==> config.mk <==
export PLATFORM = sky130hd
export DESIGN_NAME = stlg_ram
export DESIGN_NICKNAME = d
export VERILOG_FILES = /design/src/design/stlg_ram.sv
export SDC_FILE = /design/constraint.sdc
export NUM_CORES = 2
export LEC_CHECK = 0
export BUFFER_PORTS_ARGS = -buffer_cell sky130_fd_sc_hd__buf_4
export CAP_MARGIN = 0
export CORE_ASPECT_RATIO = 1.4
export CORE_UTILIZATION = 55
export CTS_CLUSTER_SIZE = 30
export DETAILED_ROUTE_END_ITERATION = 8
export GPL_TIMING_DRIVEN = 0
export PLACE_DENSITY = 0.68
export SLEW_MARGIN = 25
export SYNTH_ARGS = -nofsm -noshare
export SYNTH_HDL_FRONTEND = slang
export SYNTH_SLANG_ARGS = --single-unit
==> constraint.sdc <==
create_clock -name clk -period 6.05 [get_ports clk]
set_clock_uncertainty 0.2 [all_clocks]
set_input_delay 1.21 -clock clk [delete_from_list [all_inputs] [get_ports clk]]
set_output_delay 1.21 -clock clk [all_outputs]
set_load 0.02 [all_outputs]
==> src/design/stlg_ram.sv <==
// generic single-write, single-read ram with registered read data
// no dependencies
module stlg_ram #(
	parameter int WIDTH = 36,
	parameter int DEPTH = 97,
	localparam int AW = $clog2(DEPTH)
) (
	input  logic             clk,
	input  logic             wr_en,
	input  logic [AW-1:0]    wr_addr,
	input  logic [WIDTH-1:0] wr_data,
	input  logic             rd_en,
	input  logic [AW-1:0]    rd_addr,
	output logic [WIDTH-1:0] rd_data
);

	logic [WIDTH-1:0] mem [DEPTH];

	always_ff @(posedge clk) begin
		if (wr_en) begin
			mem[wr_addr] <= wr_data;
		end
		if (rd_en) begin
			rd_data <= mem[rd_addr];
		end
	end

endmodule

==> flow_summary.yaml <==
clocking:
  cts_resized: 0
  numCtsBuffers: 320
  root_buffer: "clkbuf_16"
  clk_latency_ns: 0.94
  postCtsSetupBuffers: 0
  hold_buffers: 0
  clk_pin_slew_ns: 0.06
  max-clock-path-buffers: 4
  htreeDepth: 5
  cts_tree: "built"
  cts_sinks: 3528
finish:
  drive_above_1_share_pct: 33.41
  nFillCells: 15250
  stdcell_count: 9666
  regArea_mm2: 0.1059
  multi_input_area_mm2: 0.02740
  area_growth_pct: 16.58
  nNetsFinal: 6204
drt:
  wl_per_cell_um: 47.33
  viasPerCell: 7.248
  met3WireLength_um: 63010
  dr.first_iter.drc_count: 12090
  wirelength_um: 457500
  ant_nets: 0
  dr_wl_met2_um: 209800
  vias: 70060
  top_layer: "met5"
  wl_met1_um: 135400
  drc: 0
  dr.pass1.iters: 7
pwr:
  p_sw_mw: 11.17
  p_clk_share_pct: 40.0
  power_frac_comb_pct: 6.2
  p_int_mw: 39.05
  switching_share_pct: 22.25
  ir_worst_vdd_v: 0.0003954
  powerDensity_mw_per_mm2: 320.8
  sequentialPowerShare_pct: 53.9
  leakagePower_nw: 48.69
floorplan:
  rows: 214
  initial_utilization_pct: 55.30
  die_area_mm2: 0.2462
  core_area_mm2: 0.2429
  die_w_um: 419.6
  die_h_um: 586.7
  io_pins: 89
synthesis:
  synth_top_area_share_pct: 78.89
  netlist_area_mm2: 0.1343
  synth_cells: 5469
  post_synth_num_cell_types: 54
  yosysTopAreaCell: "edfxtp_1"
  yosys_warnings: 0
  synth_top_flop_cell: "edfxtp_1"
  mappedNetlistNets: 5522
  ys_seq_area_share_pct: 78.89
  ys_async_sr_fraction_pct: 0
  synth-edff-count: 3528
  postSynthAreaPerCell_um2: 24.56
  synth_area_leaders: "edfxtp_1 79%, mux4_2 17%, mux2i_1 0.55%"
  synth_seq_cells: 3528
grt:
  grt-ovfl-total: 0
  antenna_found_initial: 45
  grt_max_degree: 98
  grt_pass1_vias: 68130
  grt_pass1_wl_um: 604400
  grt_usage_pct: 37.69
timing:
  worst_slew_pin_slew_ns: 1.357
  fmax_mhz: 176.8
  rsz0062_at_grt: "false"
  period_needed_ns: 5.656
  worst_slack_ns: 0.3938
  hold_viol_final: 0
  drv_slew: 0
  setup_viol: 0
  finalCritPeriodShare_pct: 93.49
  maxSlewHeadroom_pct: 8.951
worst_setup_path:
  crit_buf_inv: 4
  cp_cell_sequence: "buf_4 > clkbuf_2 > clkinv_1 > nand2_1 > clkbuf_2 > o22ai_1 > a21oi_1 > o22ai_1"
  cp_max_fo: 10
  cpLargestDelayFamily: "buffers and inverters"
  max_stage_delay_ns: 1.03
  required_ns: 6.39
  start_kind: "primary input"
  crit_slowest_cell: "clkinv_1"
  worstSetupPathType: "in -> reg"
  cp_data_arrival_time_ns: 6.00
  end_kind: "register"
placed_design:
  dpl.hpwl_um: 308100
  portBuffers: 82
  place_worst_setup_slack_ns: -0.08624
  dp_cells: 9063
  gp_congestion: 1.024
outcome:
  status: "complete, no violations"
min_path:
  hold_path.class: "in -> reg"
run:
  cap_violations: 0
## routing by layer
metal / track usage, % / vias to the layer above
met4: 30.19 / 18
met3: 13.40 / 1813
met1: 43.45 / 36800
li1: - / 25190
met2: 57.18 / 6240
met5: 0 / -
## sequential cells by signal (all words and copies together) (netlist names)
signal	count
mem	3492
rd_data	36
## Yosys cell counts, drive strengths merged (2+ instances only)
library cell / count
a2111oi: 3
a211oi: 35
a21oi: 29
a221o: 6
a221oi: 18
a22o: 10
a22oi: 10
a311oi: 8
a31oi: 10
a32oi: 3
and2: 8
and3: 7
buf: 190
clkbuf: 106
clkinv: 3
edfxtp: 3528
mux2: 7
mux2i: 74
mux4: 1008
nand2: 74
nand2b: 8
nand3: 22
nand4: 5
nor2: 124
nor2b: 25
nor3: 12
o2111ai: 4
o211ai: 6
o21ai: 35
o221ai: 3
o22a: 16
o22ai: 52
o311ai: 2
o31ai: 2
or2: 2
or3: 2
## worst reg2reg max path, cell delays in order, from the launching register on
cell	delay, ns
edfxtp_1	0.41
mux4_2	0.62
a22o_1	0.26
a221oi_1	0.25
o22ai_1	0.26
a21oi_1	0.71
o22ai_1	0.51
## path summary, 6_finish.rpt
path / to / slack [ns] / depth (start not counted) / from
worst min register to register: rd_data[33] / 0.60 / 2 / mem[96][33]
worst max-delay path: rd_data[5] / 0.39 / 8 / rd_addr[6]
worst max register to register: rd_data[26] / 2.42 / 6 / mem[41][26]
worst min-delay path: mem[43][31] / 0.54 / 1 / wr_data[31]
## power groups by stage
stage / Clock [mW] / Sequential [mW] / Combinational (mW)
final: 20.1 / 27.0 / 3.10
after global routing: 20.9 / 27.0 / 3.07
after CTS: 20.0 / 27.1 / 2.95
after detailed placement: 0 / 27.6 / 2.94
after global placement: 0 / 27.6 / 2.80
after floorplan: 0 / 27.6 / 1.30
## stage by stage
step	hold slack [ns]	power (mW)	setup TNS (ns)	utilization, %	instance area, um^2
floorplan	0.3626	28.89	0	-	134300
global placement	0.5374	30.38	-3544.83	57.22	139000
detailed placement	0.5621	30.52	-0.1588	60.21	146200
CTS	0.5778	50.03	0	64.34	156300
global route	0.5428	51.00	0	64.45	156500
finish	0.5425	50.22	0	64.46	156600
## layout by cell type (no fill, tap or decap), types with 33 or more instances in the layout
master and n:
a211oi_1 33, nor2_4 95, clkbuf_1 120, clkinv_1 83
clkinv_2 52, mux4_2 1008, o22ai_1 50, buf_4 102
edfxtp_1 3528, buf_6 68, mux2i_1 74, buf_2 100
nand2_1 74, buf_16 157, buf_12 102, clkbuf_16 331
clkbuf_2 47
## final cells by class
class | count | share of cell area [%]
flip-flops and latches | 3528 | 67.67
plain buffers | 296 | 1.134
diodes | 24 | 0.03836
clock buffers | 392 | 5.437
well taps | 3240 | 2.589
inverters | 4 | 0.009590
clock inverters | 181 | 0.9750
repair buffers | 360 | 4.643
multi-input cells | 1641 | 17.50
## kinds of logic (layout without fill, tap and decap cells)
logic type	after synthesis	in the layout	synth area share [%]
simple gates	294	294	0.9736
compound gates	258	258	1.350
other cells	0	24	0
buf+inv	300	1233	1.275
mux	1089	1089	17.51
flops	3528	3528	78.89
No activity file was read; power rests on OpenSTA's default activity.
