===== src/design/stlg_pkg.sv =====
// shared constants, types and state encoding of the shuffled triple lcg generator
// no dependencies
package stlg_pkg;

	localparam int GEN_W       = 18;
	localparam int SEED_W      = 32;
	localparam int X_W         = 35;
	localparam int RCP_W       = 18;
	localparam int Q_W         = RCP_W;
	localparam int MUL_W       = 13;
	localparam int ADD_W       = 16;
	localparam int TABLE_DEPTH = 97;
	localparam int ADDR_W      = $clog2(TABLE_DEPTH);
	localparam int PAIR_W      = 2 * GEN_W;

	localparam logic [GEN_W-1:0] MOD_ONE   = 18'd259200;
	localparam logic [GEN_W-1:0] MOD_TWO   = 18'd134456;
	localparam logic [GEN_W-1:0] MOD_THREE = 18'd243000;

	localparam logic [MUL_W-1:0] MUL_ONE   = 13'd7141;
	localparam logic [MUL_W-1:0] MUL_TWO   = 13'd8121;
	localparam logic [MUL_W-1:0] MUL_THREE = 13'd4561;
	localparam logic [MUL_W-1:0] MUL_SLOT  = MUL_W'(TABLE_DEPTH);

	localparam logic [ADD_W-1:0] ADD_ONE   = 16'd54773;
	localparam logic [ADD_W-1:0] ADD_TWO   = 16'd28411;
	localparam logic [ADD_W-1:0] ADD_THREE = 16'd51349;

	// floor(2^X_W / m) for each modulus
	localparam logic [RCP_W-1:0] RCP_ONE   = RCP_W'((64'd1 << X_W) / 64'(MOD_ONE));
	localparam logic [RCP_W-1:0] RCP_TWO   = RCP_W'((64'd1 << X_W) / 64'(MOD_TWO));
	localparam logic [RCP_W-1:0] RCP_THREE = RCP_W'((64'd1 << X_W) / 64'(MOD_THREE));

	// multiple of MOD_ONE that lifts any seed difference above zero
	localparam logic [X_W-1:0] SEED_BIAS = X_W'(((64'd1 << (SEED_W - 1)) + 64'(MOD_ONE)
		- 64'd1) / 64'(MOD_ONE) * 64'(MOD_ONE));

	typedef enum logic [2:0] {
		OP_SEED,
		OP_STEP1,
		OP_STEP2,
		OP_STEP3,
		OP_DER2,
		OP_DER3,
		OP_SLOT
	} stlg_op_t;

	typedef struct packed {
		logic           valid;
		stlg_op_t       op;
		logic [X_W-1:0] x;
	} stlg_mreq_t;

	typedef struct packed {
		logic             valid;
		stlg_op_t         op;
		logic [GEN_W-1:0] rem;
		logic [Q_W-1:0]   quo;
	} stlg_mres_t;

	typedef enum logic [4:0] {
		ST_IDLE,
		ST_SD_RAW,
		ST_SD_RAW_W,
		ST_SD_S1A,
		ST_SD_S1A_W,
		ST_SD_D2,
		ST_SD_S1B,
		ST_SD_S1B_W,
		ST_SD_D3,
		ST_FL_S1,
		ST_FL_S2,
		ST_FL_W,
		ST_DR_S1,
		ST_DR_S2,
		ST_DR_S3,
		ST_DR_W,
		ST_DR_SL,
		ST_DR_SL_W,
		ST_DR_RD,
		ST_DR_OUT
	} stlg_state_t;

endpackage


===== src/design/stlg_modred.sv =====
// pipelined multiply-add and constant modulo unit, result registered in stage s4
// depends on stlg_pkg
module stlg_modred (
	input  logic                   clk,
	input  logic                   arst_n,
	input  stlg_pkg::stlg_mreq_t   mreq,
	output stlg_pkg::stlg_mres_t   mres
);

	localparam int P_W = stlg_pkg::X_W + stlg_pkg::RCP_W;
	localparam int R_W = stlg_pkg::GEN_W + 1;

	function automatic logic use_mul(input stlg_pkg::stlg_op_t op);
		logic res;
		case (op) inside
			stlg_pkg::OP_STEP1, stlg_pkg::OP_STEP2, stlg_pkg::OP_STEP3,
			stlg_pkg::OP_SLOT: res = 1'b1;
			default: res = 1'b0;
		endcase
		return res;
	endfunction

	function automatic logic [stlg_pkg::MUL_W-1:0] mul_of(input stlg_pkg::stlg_op_t op);
		logic [stlg_pkg::MUL_W-1:0] res;
		case (op)
			stlg_pkg::OP_STEP1: res = stlg_pkg::MUL_ONE;
			stlg_pkg::OP_STEP2: res = stlg_pkg::MUL_TWO;
			stlg_pkg::OP_STEP3: res = stlg_pkg::MUL_THREE;
			stlg_pkg::OP_SLOT:  res = stlg_pkg::MUL_SLOT;
			default:            res = '0;
		endcase
		return res;
	endfunction

	function automatic logic [stlg_pkg::ADD_W-1:0] add_of(input stlg_pkg::stlg_op_t op);
		logic [stlg_pkg::ADD_W-1:0] res;
		case (op)
			stlg_pkg::OP_STEP1: res = stlg_pkg::ADD_ONE;
			stlg_pkg::OP_STEP2: res = stlg_pkg::ADD_TWO;
			stlg_pkg::OP_STEP3: res = stlg_pkg::ADD_THREE;
			default:            res = '0;
		endcase
		return res;
	endfunction

	function automatic logic [stlg_pkg::GEN_W-1:0] mod_of(input stlg_pkg::stlg_op_t op);
		logic [stlg_pkg::GEN_W-1:0] res;
		case (op) inside
			stlg_pkg::OP_STEP2, stlg_pkg::OP_DER2: res = stlg_pkg::MOD_TWO;
			stlg_pkg::OP_STEP3, stlg_pkg::OP_DER3,
			stlg_pkg::OP_SLOT: res = stlg_pkg::MOD_THREE;
			default: res = stlg_pkg::MOD_ONE;
		endcase
		return res;
	endfunction

	function automatic logic [stlg_pkg::RCP_W-1:0] rcp_of(input stlg_pkg::stlg_op_t op);
		logic [stlg_pkg::RCP_W-1:0] res;
		case (op) inside
			stlg_pkg::OP_STEP2, stlg_pkg::OP_DER2: res = stlg_pkg::RCP_TWO;
			stlg_pkg::OP_STEP3, stlg_pkg::OP_DER3,
			stlg_pkg::OP_SLOT: res = stlg_pkg::RCP_THREE;
			default: res = stlg_pkg::RCP_ONE;
		endcase
		return res;
	endfunction

	logic                         v_s1, v_s2, v_s3, v_s4;
	stlg_pkg::stlg_op_t           op_s1, op_s2, op_s3, op_s4;
	logic [stlg_pkg::X_W-1:0]     x_s1, x_s2;
	logic [stlg_pkg::Q_W-1:0]     q_s2, q_s3, quo_s4;
	logic [R_W-1:0]               r_s3;
	logic [stlg_pkg::GEN_W-1:0]   rem_s4;

	logic [31:0]                  lin;
	logic [stlg_pkg::X_W-1:0]     x_in;
	logic [P_W-1:0]               prod;
	logic [2*stlg_pkg::GEN_W-1:0] qm;
	logic [stlg_pkg::X_W-1:0]     diff;
	logic [R_W-1:0]               mod_ext;

	assign mres = '{valid: v_s4, op: op_s4, rem: rem_s4, quo: quo_s4};

	always_comb begin
		lin     = 32'(mul_of(mreq.op)) * 32'(mreq.x[stlg_pkg::GEN_W-1:0])
			+ 32'(add_of(mreq.op));
		x_in    = use_mul(mreq.op) ? stlg_pkg::X_W'(lin) : mreq.x;
		prod    = P_W'(x_s1) * P_W'(rcp_of(op_s1));
		qm      = (2*stlg_pkg::GEN_W)'(q_s2) * (2*stlg_pkg::GEN_W)'(mod_of(op_s2));
		diff    = x_s2 - stlg_pkg::X_W'(qm);
		mod_ext = R_W'(mod_of(op_s3));
	end

	always_ff @(posedge clk or negedge arst_n) begin
		if (!arst_n) begin
			v_s1 <= 1'b0;
			v_s2 <= 1'b0;
			v_s3 <= 1'b0;
			v_s4 <= 1'b0;
		end else begin
			v_s1 <= mreq.valid;
			v_s2 <= v_s1;
			v_s3 <= v_s2;
			v_s4 <= v_s3;
		end
	end

	always_ff @(posedge clk) begin
		op_s1 <= mreq.op;
		x_s1  <= x_in;
		op_s2 <= op_s1;
		x_s2  <= x_s1;
		q_s2  <= prod[P_W-1:stlg_pkg::X_W];
		op_s3 <= op_s2;
		q_s3  <= q_s2;
		r_s3  <= diff[R_W-1:0];
		op_s4 <= op_s3;
		if (r_s3 >= mod_ext) begin
			rem_s4 <= stlg_pkg::GEN_W'(r_s3 - mod_ext);
			quo_s4 <= q_s3 + 1'b1;
		end else begin
			rem_s4 <= r_s3[stlg_pkg::GEN_W-1:0];
			quo_s4 <= q_s3;
		end
	end

endmodule


===== config.mk =====
export PLATFORM = sky130hd
export DESIGN_NAME = stlg_modred
export DESIGN_NICKNAME = d
export VERILOG_FILES = /design/src/design/stlg_pkg.sv /design/src/design/stlg_modred.sv
export SDC_FILE = /design/constraint.sdc
export NUM_CORES = 2
export LEC_CHECK = 0
export BUFFER_PORTS_ARGS = -buffer_cell sky130_fd_sc_hd__buf_2
export CAP_MARGIN = 20
export CORE_UTILIZATION = 50
export DETAILED_ROUTE_END_ITERATION = 6
export PLACE_DENSITY = 0.66
export SLEW_MARGIN = 5
export SYNTH_ARGS = -nofsm -noshare
export SYNTH_HDL_FRONTEND = slang
export SYNTH_SLANG_ARGS = --single-unit

===== constraint.sdc =====
create_clock -name clk -period 7.21 [get_ports clk]
set_input_delay 1.442 -clock clk [delete_from_list [all_inputs] [get_ports clk]]
set_output_delay 1.442 -clock clk [all_outputs]
set_load 0.02 [all_outputs]

==> results.toml <==
[status]
run_status = "finished, final reports clean"

[synth]
netlist_instances = 3339
synth_top_area_share_pct = 43.1
synthAdderAreaFrac_pct = 59.0
synth_xor_area_share_pct = 3.05
synth_compound_area_share_pct = 5.93
ys_seq_elements = 161
synthSimpleGateAreaFrac_pct = 9.94
syn-num-nets = 4483
seq_area_frac_synth_pct = 10.1
synth.distinct_cells = 79
yosys_warnings = 0
syn_avg_cell_area_um2 = 9.65
synth_top_cell_by_area = "fa_1"
synthArstFlopShare_pct = 2.48
syn_area_um2 = 32200
ys_dominant_reg_cell = "dfxtp_1"
synth_edf_count = 0
muxShareOfSynthArea_pct = 0.547
yosys-top-cells-area = "fa_1 43%, ha_1 16%, inv_1 11%"
synth_top_family_by_area = "adder cells"

[critical_path]
cp-start-kind = "primary input"
r2r_slack_ps = 270
crit_buf_inv = 3
critical-path-top-delay-family = "adder cells"
cp_common_cell = "fa_1"
required_ps = 7580
slowest_stage = "fa_1"
crit_arrival_ps = 7330
cp-end-kind = "flop"
cp_max_fo = 7
crit_type = "primary input to flop"
path_cells = "buf_2 -> nor2_2 -> and3_1 -> nor2_1 -> xor2_1 -> ha_1 -> or2_2 -> fa_1 -> fa_1 -> fa_1 -> fa_1 -> inv_1 -> fa_1 -> inv_1 -> ha_1 -> nand4_1 -> nor2_1 -> nor3b_1 -> a22oi_1 -> a221oi_2 -> a21boi_0 -> o21ai_0 -> nand3_1 -> a22o_1"
cpPeakStageDelay_ps = 520

[detailed_routing]
wl_um = 77300
antenna_left = 0
dr_total_vias = 22700
wl_per_cell_um = 17.3
drt_pass1_iterations = 7
route.detailed.drc = 0
vias_per_cell = 5.06
drtIter0Drc = 1195

[global_route]
grt_pass1_vias = 24600
antenna_found_initial = 1
grt.total_usage_pct = 25.1
grt_max_degree = 69
grt_pass1_wl_um = 128000
gr-total-overflow = 0

[clock_tree]
clockRootBuffer = "clkbuf_16"
clkSlewWorstSetupHoldPaths_ps = 70
numCtsBuffers = 17
numClockSinks = 161
ctsHtreeMaxLevel = 4
clock_latency_ps = 490
tritoncts = "done"
hold_buffers = 0
cts_buffer_depth = 2

[timing]
tightest_slew_ps = 806
fin_setup_tns_ps = 0
timing.fmax_mhz = 144
fin_worst_skew_ps = 14.6
hold_viol = 0
slew_viol_final = 0
min_period_ps = 6950
setup_viol = 0
final.period_utilization_pct = 96.4
hold_slack_ps = 327
slew_headroom_pct = 46.1

[flow_run]
cap_violations = 0

[finish]
nNetsFinal = 4763
final_util_pct = 57.2
drive_above_1_share_pct = 12.3
fin_cells = 4478
area_growth_pct = 12.5
antenna_cells = 0

[die]
rows = 92
die-area_um2 = 65500
io-pin-count = 81
initial_core_util_pct = 50.8
die_width_um = 256
core_area_um2 = 63400
dieHeight_um = 256

[placed_design]
place.gp.congestion = 0.935
place_inst = 4432
port_buffers = 80
dp_hpwl_um = 68500

[hold_path]
hp-class = "flop to flop"
## metal layers
metal  vias up  GRT usage (%)  wire [um]
li1      10700              -          -
met1     11200           33.4      33800
met2       610           42.1      37200
met3       169           3.08       3630
met4         0           8.85       2660
met5         -              0          0
## synth_stat cells, types with 16 or more instances
cell type  count
a21o_1        29
a21oi_1       86
and2_1        63
and3_1        48
clkbuf_1      55
dfxtp_1      157
fa_1         694
ha_1         409
inv_1        920
nand2_1      298
nand3_1       48
nand4_1       16
nor2_1       125
nor3_1        17
o21a_1        16
o21ai_0       49
or2_2         19
xnor2_1       62
xor2_1        45
## worst register-to-register path: cells and delay by family (launching register included)
| family | cells | cell delay (ps) |
|---|---|---|
| xor+xnor | 2 | 290 |
| buf+inv | 11 | 1360 |
| flops | 1 | 360 |
| simple gates | 8 | 1030 |
| compound gates | 3 | 480 |
| fa+ha+maj | 7 | 3330 |
## through the flow
stage                     setup slack (ps)  cell area (um2)
after floorplan                      -21.4            32300
after global placement                -243            35300
after detailed placement              -334            35300
after CTS                             7.85            36000
after global routing                 -38.3            36300
final                                  258            36300
## registers in the layout (all words and copies together), names as in the netlist
signal  flops
q_s3       18
quo_s4     18
rem_s4     18
q_s2       18
v_s3        1
x_s2       19
op_s3       3
op_s4       3
v_s2        1
x_s1       35
v_s1        1
op_s1       3
op_s2       3
r_s3       19
v_s4        1
## cell usage in the layout (no fill, tap or decap), types with 18 or more instances in the layout
| cell type | Yosys | routed |
|---|---|---|
| nand3_1 | 48 | 46 |
| fa_1 | 694 | 693 |
| nor2_1 | 125 | 120 |
| and2_1 | 63 | 63 |
| clkbuf_16 | 0 | 18 |
| xor2_1 | 45 | 45 |
| buf_2 | 0 | 80 |
| a21o_1 | 29 | 27 |
| or2_2 | 19 | 19 |
| o21ai_0 | 49 | 44 |
| nand2_1 | 298 | 295 |
| inv_1 | 920 | 919 |
| buf_4 | 3 | 227 |
| and3_1 | 48 | 48 |
| a21oi_1 | 86 | 81 |
| ha_1 | 409 | 408 |
| dfxtp_1 | 157 | 155 |
| xnor2_1 | 62 | 61 |
## path summary, 6_finish.rpt
kind / startpoint / to / cells past startpoint
worst max-delay path: mreq[36] / x_s1[26] / 24
worst min-delay path: q_s2[16] / q_s3[16] / 0
worst max register to register: op_s1[0] / q_s2[7] / 31
worst min register to register: q_s2[16] / q_s3[16] / 0
max in group asynchronous: arst_n / v_s2 / 1
min in group asynchronous: arst_n / v_s1 / 1
## cells by family after synthesis
family / count (synthesis)
AOI/OAI and AO/OA: 288
xor gates and xnor gates: 109
adders and majority gates: 1103
buffers and inverters: 983
DFF: 161
muxes: 13
and+or+nand+nor: 682
## timing repair
action | 4_1_cts | 5_1_grt
setup buffers | 1 | 11
endpoints found under the hold margin | 0 | 0
gates resized for setup | 6 | 39
pin swaps | 2 | 19
cloned | 0 | 1
setup endpoints to repair | 12 | 22
## cell type report
cell class	count	area, um2
fillers	5605	27200
flip-flops and latches	161	3250
clock buffers	18	429
clock inverters	14	174
well taps	846	1060
multi-input cells	2195	25500
inverters	920	3450
repair buffers	324	2420
Power is not shown: default switching activity piles up to over one toggle a cycle in this logic, so the estimate is an artifact.
